[src/rtl/fmms_pkg.sv]
// Shared types and constants for the frame store with min/max stretch.
`timescale 1ns / 1ps

package fmms_pkg;

   localparam int DEF_MAX_COLS  = 64;
   localparam int DEF_MAX_ROWS  = 64;
   localparam int DEF_CELL_BITS = 16;

   // Address field wide enough for the largest store (127 x 127 cells).
   localparam int ADDR_BITS   = 14;
   localparam int VALUE_BITS  = 16;
   localparam int QUEUE_DEPTH = 2;

   localparam logic CMD_WRITE = 1'b0;
   localparam logic CMD_READ  = 1'b1;

   localparam logic [2:0] REG_COLS_IN_USE   = 3'd0;
   localparam logic [2:0] REG_ROWS_IN_USE   = 3'd1;
   localparam logic [2:0] REG_OUT_MIN       = 3'd2;
   localparam logic [2:0] REG_OUT_MAX       = 3'd3;
   localparam logic [2:0] REG_OUTSIDE_VALUE = 3'd4;

   localparam logic [6:0]         RST_COLS_IN_USE   = 7'd64;
   localparam logic [6:0]         RST_ROWS_IN_USE   = 7'd64;
   localparam logic signed [15:0] RST_OUT_MIN       = 16'sd0;
   localparam logic signed [15:0] RST_OUT_MAX       = 16'sd255;
   localparam logic signed [15:0] RST_OUTSIDE_VALUE = 16'sd0;

   typedef enum logic [1:0] {
      OP_WRITE,
      OP_WRITE_SKIP,
      OP_READ,
      OP_READ_SKIP
   } op_kind_type;

   typedef struct packed {
      op_kind_type              kind;
      logic [ADDR_BITS-1:0]     addr;
      logic signed [VALUE_BITS-1:0] value;
   } op_type;

   typedef struct packed {
      logic [6:0]         cols_in_use;
      logic [6:0]         rows_in_use;
      logic signed [15:0] out_min;
      logic signed [15:0] out_max;
      logic signed [15:0] outside_value;
   } cfg_type;

endpackage

[src/rtl/fmms_front.sv]
// Front end: accepts items, checks the area and forms the cell address.
`timescale 1ns / 1ps

module fmms_front #(
   parameter int MAX_COLS = fmms_pkg::DEF_MAX_COLS,
   parameter int MAX_ROWS = fmms_pkg::DEF_MAX_ROWS
) (
   input  logic                          req_valid,
   output logic                          req_ready,
   input  logic                          req_command,
   input  logic signed [7:0]             req_col,
   input  logic signed [7:0]             req_row,
   input  logic signed [15:0]            req_cell_value,
   input  fmms_pkg::cfg_type             cfg,
   output logic                          push,
   output fmms_pkg::op_type              push_op,
   input  logic                          push_ready
);

   localparam int AW = fmms_pkg::ADDR_BITS;

   logic [6:0]    col_lim;
   logic [6:0]    row_lim;
   logic          in_area;
   logic [AW-1:0] addr;

   assign col_lim = (cfg.cols_in_use > 7'(MAX_COLS)) ? 7'(MAX_COLS) : cfg.cols_in_use;
   assign row_lim = (cfg.rows_in_use > 7'(MAX_ROWS)) ? 7'(MAX_ROWS) : cfg.rows_in_use;

   assign in_area = !req_col[7] && (req_col[6:0] < col_lim) &&
                    !req_row[7] && (req_row[6:0] < row_lim);

   assign addr = AW'(AW'(req_row[6:0]) * AW'(MAX_ROWS > 0 ? MAX_COLS : 1)) +
                 AW'(req_col[6:0]);

   always_comb begin
      push_op.addr  = addr;
      push_op.value = req_cell_value;
      if (req_command == fmms_pkg::CMD_WRITE) begin
         push_op.kind = in_area ? fmms_pkg::OP_WRITE : fmms_pkg::OP_WRITE_SKIP;
      end else begin
         push_op.kind = in_area ? fmms_pkg::OP_READ : fmms_pkg::OP_READ_SKIP;
      end
   end

   assign req_ready = push_ready;
   assign push      = req_valid && push_ready;

endmodule

[config.mk]
export PLATFORM = sky130hd
export DESIGN_NAME = fmms_front
export DESIGN_NICKNAME = d
export VERILOG_FILES = /design/src/rtl/fmms_pkg.sv /design/src/rtl/fmms_front.sv
export SDC_FILE = /design/constraint.sdc
export NUM_CORES = 1
export LEC_CHECK = 0
export BUFFER_PORTS_ARGS = -buffer_cell sky130_fd_sc_hd__clkbuf_2
export CAP_MARGIN = 20
export CORE_MARGIN = 1.5
export CORE_UTILIZATION = 25
export DETAILED_ROUTE_END_ITERATION = 16
export PLACE_DENSITY = 0.85
export SLEW_MARGIN = 15
export SYNTH_ARGS = -nofsm -noshare
export SYNTH_HDL_FRONTEND = slang
export SYNTH_SLANG_ARGS = --single-unit
[constraint.sdc]
create_clock -name vclk -period 1.5
set_input_delay 0.075 -clock vclk [all_inputs]
set_output_delay 0.075 -clock vclk [all_outputs]
set_load 0.1 [all_outputs]
==> flow_metrics.tcl <==
set metrics [dict create \
    min_period_over_period_pct 99.04 \
    post_synth_num_cell_types 18 \
    status "finished, final reports clean" \
    num-nets-final 225 \
    total_nets_after_synthesis 191 \
    finalNonFillerCells 140 \
    critPathBufInv 3 \
    cp_data_required_time_ns 1.42 \
    grt_pass1_wl_microns 2808 \
    setup-violations-final 0 \
    fp.coreArea_sq_um 2233 \
    drt.antenna.violating_nets 0 \
    postSynthCellCount 80 \
    timing.critical_path.arrival_ns 1.41 \
    worstSetupStartpointType "primary input" \
    switching_power_uw 318.4 \
    flow.area_growth_from_synthesis_pct 74.53 \
    p_clk_share_pct 0 \
    first_global_vias 674 \
    power_uw 492.2 \
    report.final.slew_viol_count 0 \
    path_delay_family "simple AND/OR/NAND/NOR gates" \
    dp_hpwl_microns 1729 \
    max-slew-margin-rel_pct 64.08 \
    drt_first_pass_iters 2 \
    worst-setup-path-type "primary input to output pin" \
    totalWireLength_microns 1913 \
    num-fill-cells 225 \
    hold-path-cell-count 0 \
    crit_path_top_delay_cell "sky130_fd_sc_hd__or4_4" \
    synth_top_area_cell "sky130_fd_sc_hd__buf_4" \
    global_route.usage.total_pct 13.70 \
    synth.cell_area_sq_um 599.3 \
    boundaryPins 131 \
    timing.final.hold_violations 0 \
    drt_drc 0 \
    placement_rows 17 \
    initial_core_util_pct 26.83 \
    static-leakage-power_nw 0.5327 \
    synthTopCellsByCount "24 x sky130_fd_sc_hd__buf_4, 14 x sky130_fd_sc_hd__ha_1, 12 x sky130_fd_sc_hd__nand2_1, 4 x sky130_fd_sc_hd__nand3_1" \
    synthDominantCellAreaShare_pct 30.06 \
    p_seq_share_pct 0 \
    largest_net_degree_at_the_start_of_global_routing 7 \
    antenna_found_initial 0 \
    io_buffers 49 \
    count_of_sequential_standard_cells 0 \
    power_frac_comb_pct 100.0 \
    final_critical_path_setup_slack_ns 0.01444 \
    via_count 661 \
    critPathCaptureType "output pin" \
    layout-drive-gt1-share_pct 65.18 \
    die-area_sq_um 2700 \
    sw_frac_of_total_pct 64.69 \
    post_synth_main_area_contributors "sky130_fd_sc_hd__buf_4 30%, sky130_fd_sc_hd__ha_1 29%, sky130_fd_sc_hd__nand2_1 7.5%, sky130_fd_sc_hd__xnor2_1 4.4%, sky130_fd_sc_hd__nand3_1 3.3%" \
    maximum_fanout_encountered_on_the_critical_timing_path 6 \
    die_h_microns 51.96 \
    critical_path_cell_count 7 \
    tightestPinTransition_ns 0.5411 \
    number_of_design_rule_violations_left_by_the_first_detailed_router_iteration 1 \
    fp.dieW_microns 51.96 \
    post-synth-top-count-cell "sky130_fd_sc_hd__buf_4" \
    rsz0062_at_grt "true" \
    ys_warn_count 0 \
    vias_per_cell 4.721 \
    pre_cts_ws_ns -0.1148 \
    proportion_of_synthesized_chip_area_in_sequential_cells_pct 0 \
    post-route-min-period_ns 1.486 \
    hold_class "primary input to output pin" \
    grt_overflow_total 0 \
    setup_total_negative_slack_ns 0 \
    max_clock_freq_ghz 0.6731 \
    max_stage_delay_ns 0.50 \
    power.density_cell_area_nw_per_um2 470.6 \
    cell_internal_pwr_uw 173.8 \
    average_instance_area_after_synthesis_sq_um 7.492 \
    avgRoutedWirePerCell_microns 13.66 \
    combined_flip_flop_and_latch_cell_area_sq_um 0 \
    finalWeightedCongestion 0.7237 \
    number_of_clock_buffers_in_the_layout 0 \
    max_cap_viol_count 0 \
    worstPathCellList "buf_8, inv_8, ha_4, or4_4, a221oi_2, o211ai_1, clkbuf_16" \
    power.ir.vdd_worst_v 0.0002681 \
    placed_cells 137 \
    antenna_cells 0 \
]
-- final timing paths --
check	startpoint	end	slack (ns)
min	req_cell_value[6]	push_op[6]	0.15
max	cfg[61]	push_op[30]	0.01
-- routing by layer --
metal | up-vias | share of wire [%] | routed length, microns | track usage, %
met5 | - | 0 | 0 | 0
met1 | 292 | 29 | 551 | 10.54
met3 | 8 | 11 | 213 | 2.874
met2 | 40 | 57 | 1099 | 31.22
li1 | 321 | - | - | -
met4 | 0 | 2.5 | 48 | 4.386
-- cell usage in the layout (no fill, tap or decap), types with 2 or more instances in the layout --
master,instances
sky130_fd_sc_hd__a21o_1,2
sky130_fd_sc_hd__xnor2_4,2
sky130_fd_sc_hd__and3_1,2
sky130_fd_sc_hd__o21ai_1,2
sky130_fd_sc_hd__nand2_1,9
sky130_fd_sc_hd__buf_8,2
sky130_fd_sc_hd__nand3_1,4
sky130_fd_sc_hd__nor4b_2,2
sky130_fd_sc_hd__nand2_2,3
sky130_fd_sc_hd__buf_12,7
sky130_fd_sc_hd__o211ai_1,2
sky130_fd_sc_hd__ha_1,12
sky130_fd_sc_hd__buf_4,7
sky130_fd_sc_hd__nor2_1,2
sky130_fd_sc_hd__clkbuf_2,38
sky130_fd_sc_hd__ha_4,2
-- metrics by stage --
stage	utilization, %	hold WS, ns	instance area (sq um)
floorplan	-	0.3561	690.7
global placement	42.13	0.1507	940.9
detailed placement	42.13	0.1507	940.9
CTS	43.70	0.1507	975.9
global route	46.83	0.1502	1046
finish	46.83	0.1500	1046
-- repair_timing --
item / CTS / global route
resized for setup: 7 / 16
setup endpoints to repair: 1 / 1
pin swaps: 3 / 5
endpoints found under the hold margin: 0 / 0
hold buffers: 0 / 0
buffers inserted: 1 / 2
-- area by class of cell --
class,count,area (sq um),share of cell area [%]
multi-input combinational,54,534.3,51.08
inverter,2,27.53,2.632
tap,28,35.03,3.349
timing repair buffer,56,449.2,42.94
-- power groups by stage --
stage	clock (mW)	sequential [mW]	combinational [mW]
after floorplan	0	0	0.530
after global placement	0	0	0.452
after detailed placement	0	0	0.465
after CTS	0	0	0.476
after global routing	0	0	0.519
final	0	0	0.492
-- kinds of logic (layout without fill, tap and decap cells) --
kind of cell	count (synthesis)	after routing	share of synthesized area, %
AND/OR/NAND/NOR	25	25	20.04
buffers and inverters	26	58	31.32
adder cells (fa/ha/maj)	14	14	29.23
XOR/XNOR	5	5	7.308
AO/OA/AOI/OAI	10	10	12.11
Note: power is estimated with default switching activity, not from simulation.
