--- src/rtl/fmms_pkg.sv ---
// Shared types and constants for the frame store with min/max stretch.
`timescale 1ns / 1ps

package fmms_pkg;

   localparam int DEF_MAX_COLS  = 64;
   localparam int DEF_MAX_ROWS  = 64;
   localparam int DEF_CELL_BITS = 16;

   // Address field wide enough for the largest store (127 x 127 cells).
   localparam int ADDR_BITS   = 14;
   localparam int VALUE_BITS  = 16;
   localparam int QUEUE_DEPTH = 2;

   localparam logic CMD_WRITE = 1'b0;
   localparam logic CMD_READ  = 1'b1;

   localparam logic [2:0] REG_COLS_IN_USE   = 3'd0;
   localparam logic [2:0] REG_ROWS_IN_USE   = 3'd1;
   localparam logic [2:0] REG_OUT_MIN       = 3'd2;
   localparam logic [2:0] REG_OUT_MAX       = 3'd3;
   localparam logic [2:0] REG_OUTSIDE_VALUE = 3'd4;

   localparam logic [6:0]         RST_COLS_IN_USE   = 7'd64;
   localparam logic [6:0]         RST_ROWS_IN_USE   = 7'd64;
   localparam logic signed [15:0] RST_OUT_MIN       = 16'sd0;
   localparam logic signed [15:0] RST_OUT_MAX       = 16'sd255;
   localparam logic signed [15:0] RST_OUTSIDE_VALUE = 16'sd0;

   typedef enum logic [1:0] {
      OP_WRITE,
      OP_WRITE_SKIP,
      OP_READ,
      OP_READ_SKIP
   } op_kind_type;

   typedef struct packed {
      op_kind_type              kind;
      logic [ADDR_BITS-1:0]     addr;
      logic signed [VALUE_BITS-1:0] value;
   } op_type;

   typedef struct packed {
      logic [6:0]         cols_in_use;
      logic [6:0]         rows_in_use;
      logic signed [15:0] out_min;
      logic signed [15:0] out_max;
      logic signed [15:0] outside_value;
   } cfg_type;

endpackage

--- src/rtl/fmms_queue.sv ---
// Short item queue between the front end and the back end.
`timescale 1ns / 1ps

module fmms_queue (
   input  logic             clock,
   input  logic             reset,
   input  logic             push,
   input  fmms_pkg::op_type push_op,
   output logic             push_ready,
   output logic             pop_valid,
   output fmms_pkg::op_type pop_op,
   input  logic             pop
);

   localparam int DEPTH = fmms_pkg::QUEUE_DEPTH;
   localparam int PW    = (DEPTH > 1) ? $clog2(DEPTH) : 1;
   localparam int CW    = $clog2(DEPTH + 1);

   fmms_pkg::op_type entry_ff [DEPTH];
   logic [PW-1:0]    wr_ptr_ff;
   logic [PW-1:0]    rd_ptr_ff;
   logic [CW-1:0]    count_ff;

   assign push_ready = (count_ff != CW'(DEPTH));
   assign pop_valid  = (count_ff != '0);
   assign pop_op     = entry_ff[rd_ptr_ff];

   always_ff @(posedge clock) begin
      if (push) begin
         entry_ff[wr_ptr_ff] <= push_op;
      end
   end

   always_ff @(posedge clock) begin
      if (reset) begin
         wr_ptr_ff <= '0;
         rd_ptr_ff <= '0;
         count_ff  <= '0;
      end else begin
         if (push) begin
            wr_ptr_ff <= (wr_ptr_ff == PW'(DEPTH - 1)) ? '0 : wr_ptr_ff + 1'b1;
         end
         if (pop) begin
            rd_ptr_ff <= (rd_ptr_ff == PW'(DEPTH - 1)) ? '0 : rd_ptr_ff + 1'b1;
         end
         if (push && !pop) begin
            count_ff <= count_ff + 1'b1;
         end else if (pop && !push) begin
            count_ff <= count_ff - 1'b1;
         end
      end
   end

endmodule

--- config.mk ---
export PLATFORM = sky130hd
export DESIGN_NAME = fmms_queue
export DESIGN_NICKNAME = d
export VERILOG_FILES = /design/src/rtl/fmms_pkg.sv /design/src/rtl/fmms_queue.sv
export SDC_FILE = /design/constraint.sdc
export NUM_CORES = 1
export LEC_CHECK = 0
export BUFFER_PORTS_ARGS = -buffer_cell sky130_fd_sc_hd__buf_2
export CORE_AREA = 2 2 83 85
export DETAILED_ROUTE_END_ITERATION = 6
export DIE_AREA = 0 0 85 87
export GPL_TIMING_DRIVEN = 0
export HOLD_SLACK_MARGIN = 0.06
export PLACE_DENSITY = 0.67
export SETUP_SLACK_MARGIN = 0.15
export SLEW_MARGIN = 5
export SYNTH_ARGS = -nofsm -noshare
export SYNTH_HDL_FRONTEND = slang
export SYNTH_SLANG_ARGS = --single-unit
--- constraint.sdc ---
create_clock -name clock -period 5.3 [get_ports clock]
set_clock_uncertainty 0.15 [all_clocks]
set_input_delay 0.265 -clock clock [delete_from_list [all_inputs] [get_ports clock]]
set_output_delay 0.265 -clock clock [all_outputs]
set_load 0.005 [all_outputs]
==> key figures, run 1 <==
Outcome
  – Outcome: finished, final reports clean

Worst setup path
  – Worst setup path class: flop to output pin
  – CP Data Required Time: 4890 ps
  – Max FO, Critical Path: 10
  – Crit start category: flop
  – Cell mode on critical path: buf_2
  – Crit path DAT: approximately 1500 ps
  – Delay of the slowest critical-path stage: 350 ps
  – Crit-path cells: buf_2 > buf_4 > mux2_1 > buf_2
  – CP endpoint kind: output pin
  – Critical path's slowest cell: mux2_1

STA
  – FMAX: roughly 520 MHz
  – Hold slack: 75.7 ps
  – # setup viols final: 0
  – Worst Tran Pin Value: just under 800 ps
  – Setup_tns: 0 ps
  – Hold Vio Cnt, Final: 0
  – RSZ-0062 raised after global routing: no
  – Tmin final: 1920 ps
  – Count of pins over their slew limit: 0
  – Share of the clock period used by the worst path: 36.2%
  – Max-slew headroom: 47.5%

Clock tree
  – H-tree depth: 3
  – Clock buffer depth: 2
  – Num CTS Buffers: 9
  – Clock slew at reported path FFs: 70 ps
  – Resized Gates After CTS: 0
  – CTS tree: done
  – Clk Latency, worst-skew pair: 330 ps
  – Setup bufs post-CTS: 0
  – CTS root buffer: clkbuf_8
  – CTS Sinks: between 60 and 70

Yosys
  – Avg Cell Area, Syn: just over 20 um2
  – Sequential share of the synthesized area: 80.3%
  – YS warnings: 0
  – Synth cell types: 17
  – Mapped Area: roughly 2500 um2
  – Flops & latches, synth: between 60 and 70
  – Net Count, Synth: 159
  – Post-synthesis instance total: roughly 120

Drt
  – DRT iter0 DRCs: 68
  – Via Count: about 1400
  – DRC viols: 0
  – Wire per inst: 14.7 um
  – Drt first pass iters: 4
  – Post-route antenna net violation count: 0
  – DRT Wirelength: 4690 um
  – Via/cell ratio: 4.49

Floorplan
  – Num ports: 70
  – Core area: 6570 um2
  – Die Ht: 87 um
  – Initial cell density of the core: between 30% and 40%
  – Die area: ~7400 um2
  – Chip width: 85 um
  – Site Rows: 30

Pwr
  – Power Density: roughly 330 nW/um2
  – Peak supply drop: ~0.17 mV
  – Leakage power: 1.35 nW

Place
  – I/O Buffers: 69
  – DP HPWL: 2940 um
  – GP Congestion: 0.631
  – Area of placed instances: 3000 um2

Layout
  – Final instance area: 3500 um2
  – Layout cells sized above 1: 36.0%
  – Nets: ~270
  – Syn-to-layout area delta: 39.0%
  – Number of diodes: 0

GRT
  – Largest net degree at the start of global routing: 33
  – First-pass GRT wire length: 7150 um
  – Total grt overflow: 0
  – Total GRT Usage: approximately an eighth
  – Antenna violations before repair: 0
  – Vias in the first global route: approximately 1500

Job
  – Max-Cap Viols: 0

Min path
  – HP Class: input port to flop
## layout make-up
class	instances	area, um2
sequential	69	2020
buffer	4	27.5
multi-input combinational	48	473
clock inverter	4	41.3
clock buffer	10	128
fill	530	3070
timing repair buffer	103	703
tap	80	100
inverter	1	3.75
## cells in the mapped netlist
master	n	area, um2
xnor2_1	2	17.5
o21ai_0	1	5.00
dfxtp_1	5	100
inv_1	1	3.75
xor2_1	2	17.5
a21oi_1	1	5.00
edfxtp_1	64	1920
nor2b_1	1	6.26
nand2b_1	1	6.26
nor2_1	4	15.0
ha_1	1	12.5
mux2_1	32	360
buf_2	1	5.00
buf_4	3	22.5
or3_1	1	6.26
or2_1	1	6.26
and2_1	1	6.26
## where the power goes
group          internal (W)  switching, W  total [W]
registers          0.000634    0.00000968   0.000644
clock network      0.000207      0.000172   0.000379
logic             0.0000766     0.0000631   0.000140
## path summary, 6_finish.rpt
| check | start | end | slack (ps) | cells after the start |
|---|---|---|---|---|
| worst max register to register | wr_ptr_ff | entry_ff[1][25] | 3660 | 1 |
| worst max-delay path | flop | pop_op[30] | 3380 | 4 |
| worst min register to register | count_ff[1] | count_ff[1] | 350 | 2 |
| worst min-delay path | pop | flop | 80 | 3 |
## sequential cells by signal (all words and copies together), names as in the netlist, named ones only
name and count:
entry_ff 64, count_ff 2, rd_ptr_ff 1, wr_ptr_ff 1
## per-stage QoR
stage,instances,utilization (%),worst slack (ps),power [W]
after floorplan,122,-,2960,0.000713
after global placement,271,45.1,1990,0.000770
after detailed placement,272,45.7,3620,0.000779
after CTS,319,53.3,3350,0.00118
after global routing,319,53.3,3300,0.00121
final,319,53.3,3380,0.00116
## per-layer routing
| layer | wire length (um) | track usage, % | up-vias |
|---|---|---|---|
| met3 | 246 | 2.56 | 10 |
| met1 | 2040 | 16.0 | 681 |
| met2 | 2280 | 20.7 | 45 |
| met4 | 131 | 9.52 | 0 |
| li1 | - | - | 695 |
| met5 | 0 | 0 | - |
## cell usage in the layout, fill, tap and decap left out, types with 2 or more instances in the layout
cell            n
mux2_1         32
clkbuf_8        9
dfxtp_1         5
nor2_1          4
dlygate4sd3_1  33
clkinv_1        3
buf_4           3
xor2_1          2
buf_2          70
edfxtp_1       64
xnor2_1         2
## logic make-up (layout without fill, tap and decap cells)
logic type	Yosys count	after routing	synth area share, %
fa+ha+maj	1	1	0.497
flops	69	69	80.3
xor+xnor	4	4	1.39
buf+inv	5	122	1.24
mux	32	32	14.3
compound gates	2	2	0.397
simple gates	9	9	1.84
## timing repair
action / 4_1_cts / 5_1_grt
hold buffers: 33 / 0
endpoints found under the hold margin: 69 / 0
setup endpoints to repair: 0 / 0
## critical path, delay by kind of cell, from the launching register on
family	cells	cell delay, ps
muxes	1	350
DFF	1	300
buffers and inverters	3	520
No activity file was read; power rests on OpenSTA's default activity.
==> inputs of run 2 (changes only) <==
- PLACE_DENSITY: 0.67 -> 0.7
- clock period: 5.3 -> 1.6 ns (I/O delays scaled with it)
==> key figures, run 2 (synthesis results as in run 1) <==
STA
  – Max-slew headroom: 83.2% (+36 points)
  – Count of pins over their slew limit: 0 (unchanged)
  – Worst Tran Pin Value: 252 ps (-535 ps)
  – Final WS setup: -44.9 ps (-3420 ps)
  – Tmin final: 1640 ps
  – # setup viols final: 29 (+29)
  – FMAX: around 610 MHz
  – Hold Vio Cnt, Final: 0 (unchanged)
  – RSZ-0062 raised after global routing: yes
  – Share of the clock period used by the worst path: 103%

GRT
  – Antenna violations before repair: 0 (unchanged)
  – Total GRT Usage: 13.9% (+0.88 points)
  – First-pass GRT wire length: 7550 um (+5.6%)
  – Total grt overflow: 0 (unchanged)
  – Largest net degree at the start of global routing: 33 (unchanged)
  – Vias in the first global route: 1551 (+4.9%)

Layout
  – Layout cells sized above 1: 50.4% (+14 points)
  – Most common cell after layout, fill and taps aside: edfxtp_1
  – FILL cells: 487 (-8.1%)
  – Largest regs: entry_ff x64, count_ff x2
  – Max FFs per register: 64 (unchanged)
  – Post-Layout Cell Count: 330 (+3.4%)
  – Final instance area: 3980 um2 (+14%)
  – Most flop-heavy register: entry_ff
  – Number of diodes: 0 (unchanged)
  – Syn-to-layout area delta: 58.1%
  – Nets: 282 (+3.3%)
  – Finished Core Util: 60.6% (+7.3 points)
  – Most frequent cells in the layout: edfxtp_1, buf_2, dlygate4sd3_1

Place
  – GP Congestion: 0.658 (+4.3%)
  – DP HPWL: 2750 um (-6.6%)
  – Worst slack, placed: -67.7 ps (-3690 ps)
  – I/O Buffers: 69 (unchanged)
  – Placed cell count: 272 (unchanged)
  – Area of placed instances: 3000 um2 (unchanged)

Worst setup path
  – Worst setup path class: flop to output pin
  – Crit path DAT: 1410 ps (-100 ps)
  – Max FO, Critical Path: 8 (-2)
  – Delay of the slowest critical-path stage: 350 ps (about the same)
  – CP Data Required Time: 1370 ps (-3520 ps)
  – CP endpoint kind: output pin
  – Critical path's slowest cell: dfxtp_2
  – Crit-path cells: buf_12 > clkbuf_16 > mux2_4 > buf_6
  – Crit start category: flop

Clock tree
  – Clock buffer depth: 2 (unchanged)
  – CTS root buffer: clkbuf_8
  – Clk Latency, worst-skew pair: 330 ps (about the same)
  – CTS Sinks: 69 (unchanged)
  – Num CTS Buffers: 9 (unchanged)
  – Clock slew at reported path FFs: 70 ps (about the same)
  – H-tree depth: 3 (unchanged)
  – CTS tree: done

Drt
  – Wire per inst: 16.3 um (+11%)
  – Via/cell ratio: 4.56 (+1.6%)
  – Drt first pass iters: 5 (+1)
  – DRT Wirelength: 5380 um (+15%)
  – Post-route antenna net violation count: 0 (unchanged)
  – DRC viols: 0 (unchanged)
  – Via Count: 1504 (+5.1%)
  – DRT iter0 DRCs: 83 (+22%)

Outcome
  – Failing checks: setup timing
  – Outcome: finished with violations

Floorplan
  – Core area: 6570 um2 (unchanged)
  – Die area: 7400 um2 (unchanged)
  – Num ports: 70 (unchanged)
  – Site Rows: 30 (unchanged)
  – Chip width: 85 um (unchanged)
  – Initial cell density of the core: 38.3% (unchanged)
  – Die Ht: 87 um (unchanged)

Pwr
  – Comb pwr share: 18.8% (+6.8 points)
  – Power Total: 0.00404 W (+250%)
  – Leakage power: 1.59 nW (+18%)
  – P_sw: 0.000913 W (+270%)
  – Clk pwr share: 28.2% (-4.4 points)
  – Sw Share: 22.6% (+1.6 points)
  – Sequential fraction of design power: 53.0% (-2.4 points)
  – Internal: 0.00313 W (+240%)
  – Peak supply drop: 0.600 mV (+250%)
  – Power Density: 1010 nW/um2 (+210%)

Job
  – Max-Cap Viols: 0 (unchanged)

Min path
  – HP Class: input port to flop
-- run 2: cell count changes in the layout (fill, tap and decap cells not counted), sizes merged --
cell and delta:
buf +3, clkinv +3, clkbuf +2, dlygate4sd3 +2, and2 +1, bufinv -1, clkinvlp +1
-- run 2: area by class of cell --
cell class / instances / area [um2] / share of cell area, %
clock inverters: 7 / 32.5 / 0.817
well taps: 80 / 100 / 2.51
multi-input cells: 49 / 608 / 15.3
plain buffers: 4 / 80.1 / 2.01
repair buffers: 111 / 1010 / 25.3
flip-flops and latches: 69 / 2020 / 50.8
inverters: 1 / 3.75 / 0.0943
clock buffers: 9 / 124 / 3.11
-- run 2: metal layers --
layer,track usage (%),vias up,part of all wire [%]
met5,0,-,0
met4,7.36,0,1.8
met3,4.36,5,4.6
met2,24.7,47,53
met1,14.9,734,41
li1,-,718,-
-- run 2: final timing paths --
path | startpoint | endpoint | slack (ps) | cells past startpoint
worst max-delay path | flop | pop_op[2] | -40 | 4
worst min-delay path | push_op[14] | entry_ff[0][14] | 310 | 2
worst max register to register | wr_ptr_ff | entry_ff[1][1] | 330 | 1
worst min register to register | count_ff[1] | count_ff[1] | 370 | 2
-- run 2: critical path: cells and delay by family (launching register included) --
| family | cells | cell delay [ps] |
|---|---|---|
| flip-flops | 1 | 350 |
| buffers and inverters | 3 | 430 |
| multiplexers | 1 | 300 |
-- run 2: timing repair --
| item | in CTS | in global routing |
|---|---|---|
| gates cloned | 0 | 4 |
| pin swaps | 0 | 4 |
| hold buffers | 36 | 0 |
| setup buffers | 3 | 0 |
| hold endpoints to repair | 69 | 0 |
| endpoints found under the setup margin | 84 | 66 |
| resized for setup | 39 | 35 |
-- run 2: stage by stage --
step | TNS (ps) | hold WS, ps
after global placement | -19990 | 118
after detailed placement | -2130 | 121
after floorplan | -4400 | -0.934
after global routing | -2240 | 304
final | -736 | 310
after CTS | -1100 | 297
-- run 2: power groups by stage --
stage / sequential, W / clock [W] / combinational (W)
finish: 0.00214 / 0.00114 / 0.000759
global route: 0.00215 / 0.00125 / 0.000813
CTS: 0.00213 / 0.00117 / 0.000606
detailed placement: 0.00217 / 0 / 0.000405
global placement: 0.00216 / 0 / 0.000381
floorplan: 0.00216 / 0 / 0.000203
==> inputs of run 3 (changes only) <==
==> constraint.sdc (replaced) <==
create_clock -name clock -period 1.6 [get_ports clock]
set_clock_uncertainty 0.15 [all_clocks]
set_input_delay 0.32 -clock clock [delete_from_list [all_inputs] [get_ports clock]]
set_output_delay 0.32 -clock clock [all_outputs]
set_load 0.005 [all_outputs]
==> key figures, run 3 (synthesis results as in run 1) <==
Outcome
  – Outcome: finished with violations
  – Failing checks: setup timing

Min path
  – Hold EP: rd_ptr_ff
  – Hold Path Origin: pop
  – Hold path depth: 3 (+1)
  – HP Class: input port to flop

Worst setup path
  – Worst reg2reg endpoint: entry_ff[0][3]
  – Worst setup path class: flop to output pin
  – Crit start category: flop
  – CP endpoint kind: output pin
  – CP Data Required Time: 1130 ps (-240 ps)
  – Max FO, Critical Path: 7 (-1)
  – R2R depth: 2 (+1)
  – Crit path DAT: 1400 ps (about the same)
  – Worst R2R Start: wr_ptr_ff
  – R2R Setup Slk: 180 ps (-150 ps)

Layout
  – Largest regs: entry_ff x64, count_ff x2
  – Nets: 279 (-1.1%)
  – Most frequent cells in the layout: edfxtp_1, buf_2, dlygate4sd3_1
  – Finished Core Util: 60.5% (-0.11 points)
  – Layout cells sized above 1: 51.8% (+1.4 points)
  – Most common cell after layout, fill and taps aside: edfxtp_1
  – Syn-to-layout area delta: 57.8%
  – Most flop-heavy register: entry_ff
  – Number of diodes: 0 (unchanged)
  – Max FFs per register: 64 (unchanged)

Drt
  – DRT iter0 DRCs: 106 (+28%)
  – DRT Wirelength: 5370 um (-0.15%)
  – DRC viols: 0 (unchanged)
  – Via Count: 1481 (-1.5%)
  – Post-route antenna net violation count: 0 (unchanged)
  – Drt first pass iters: 4 (-1)
  – Wire per inst: 16.4 um (+0.77%)
  – Via/cell ratio: 4.53 (-0.63%)

GRT
  – Total GRT Usage: 13.3% (-0.64 points)
  – Vias in the first global route: 1490 (-3.9%)
  – Antenna violations before repair: 0 (unchanged)
  – Total grt overflow: 0 (unchanged)
  – First-pass GRT wire length: 7220 um (-4.4%)
  – Largest net degree at the start of global routing: 33 (unchanged)

Clock tree
  – CTS tree: done
  – Clock buffer depth: 2 (unchanged)
  – CTS Sinks: 69 (unchanged)
  – Num CTS Buffers: 9 (unchanged)
  – CTS root buffer: clkbuf_8
  – Clk Latency, worst-skew pair: 330 ps (about the same)
  – H-tree depth: 3 (unchanged)
  – Clock slew at reported path FFs: 70 ps (about the same)

Floorplan
  – Num ports: 70 (unchanged)
  – Die area: 7400 um2 (unchanged)
  – Initial cell density of the core: 38.3% (unchanged)
  – Die Ht: 87 um (unchanged)
  – Chip width: 85 um (unchanged)
  – Site Rows: 30 (unchanged)
  – Core area: 6570 um2 (unchanged)

Place
  – GP Congestion: 0.645 (-1.9%)
  – I/O Buffers: 69 (unchanged)
  – DP HPWL: 2780 um (+1.4%)
  – Worst slack, placed: -111 ps (-43.5 ps)

STA
  – Share of the clock period used by the worst path: 117% (+14 points)
  – Final WS setup: -272 ps (-227 ps)
  – Worst Tran Pin Value: 348 ps (+95.6 ps)
  – Tmin final: 1870 ps (+227 ps)
  – FMAX: 534 MHz (-12%)
  – Max-slew headroom: 76.7% (-6.4 points)
  – RSZ-0062 raised after global routing: yes
  – # setup viols final: 32 (+10%)
  – Setup_tns: -7890 ps (-7160 ps)
  – Count of pins over their slew limit: 0 (unchanged)
  – Hold Vio Cnt, Final: 0 (unchanged)

Pwr
  – Leakage power: 1.59 nW (+0.22%)
  – Peak supply drop: 0.514 mV (-14%)
  – Power Density: 1070 nW/um2 (+5.0%)
  – Power Total: 0.00423 W (+4.8%)

Job
  – Max-Cap Viols: 0 (unchanged)
run 3: cell count changes in the layout (fill, tap and decap cells not counted), sizes merged:
cell and change:
clkinvlp -1, bufinv +1, clkbuf +2, buf -1
dlygate4sd3 -2, clkinv -2
run 3: report_power, final:
group	switching (W)	total (W)	internal, W
Clock	0.000623	0.00133	0.000711
Sequential	0.0000372	0.00214	0.00210
Combinational	0.000270	0.000760	0.000490
run 3: through the flow:
step                instance area [um2]  hold WS, ps  instances
detailed placement                 3000          349        272
global route                       3970          135        327
global placement                   2970          338        271
finish                             3970          126        327
floorplan                          2520          239        122
CTS                                3730          106        324
run 3: critical path, cell delays in order, from the launching register on:
cell       delay (ps)
dfxtp_2           340
buf_12            150
clkbuf_16         160
mux2_4            300
buf_6             120
run 3: how the worst max path moves through the flow:
stage                          end  slack, ps  depth (start not counted)
floorplan           entry_ff[0][0]       -150                          1
global placement    entry_ff[0][5]       -750                          2
detailed placement  entry_ff[1][5]       -110                          2
CTS                     pop_op[31]       -310                          4
global route             pop_op[3]       -320                          4
finish                   pop_op[3]       -270                          4
run 3: layout make-up:
cell class	count	area, um2
plain buffers	4	80.1
clock buffers	11	131
clock inverters	5	51.3
fillers	470	2600
inverters	1	3.75
multi-input cells	49	596
flip-flops and latches	69	2030
well taps	80	100
repair buffers	108	981
run 3: per-layer routing:
layer	global-route usage (%)	wire (um)
met1	16.3	2290
met2	21.0	2720
met3	4.93	300
met4	6.06	55
met5	0	0
run 3: what timing repair did:
action	CTS	global route
pin swaps	1	1
resized for setup	42	40
hold endpoints to repair	69	0
setup endpoints to repair	65	65
gates cloned	1	3
hold buffers	33	0
setup buffers	2	0
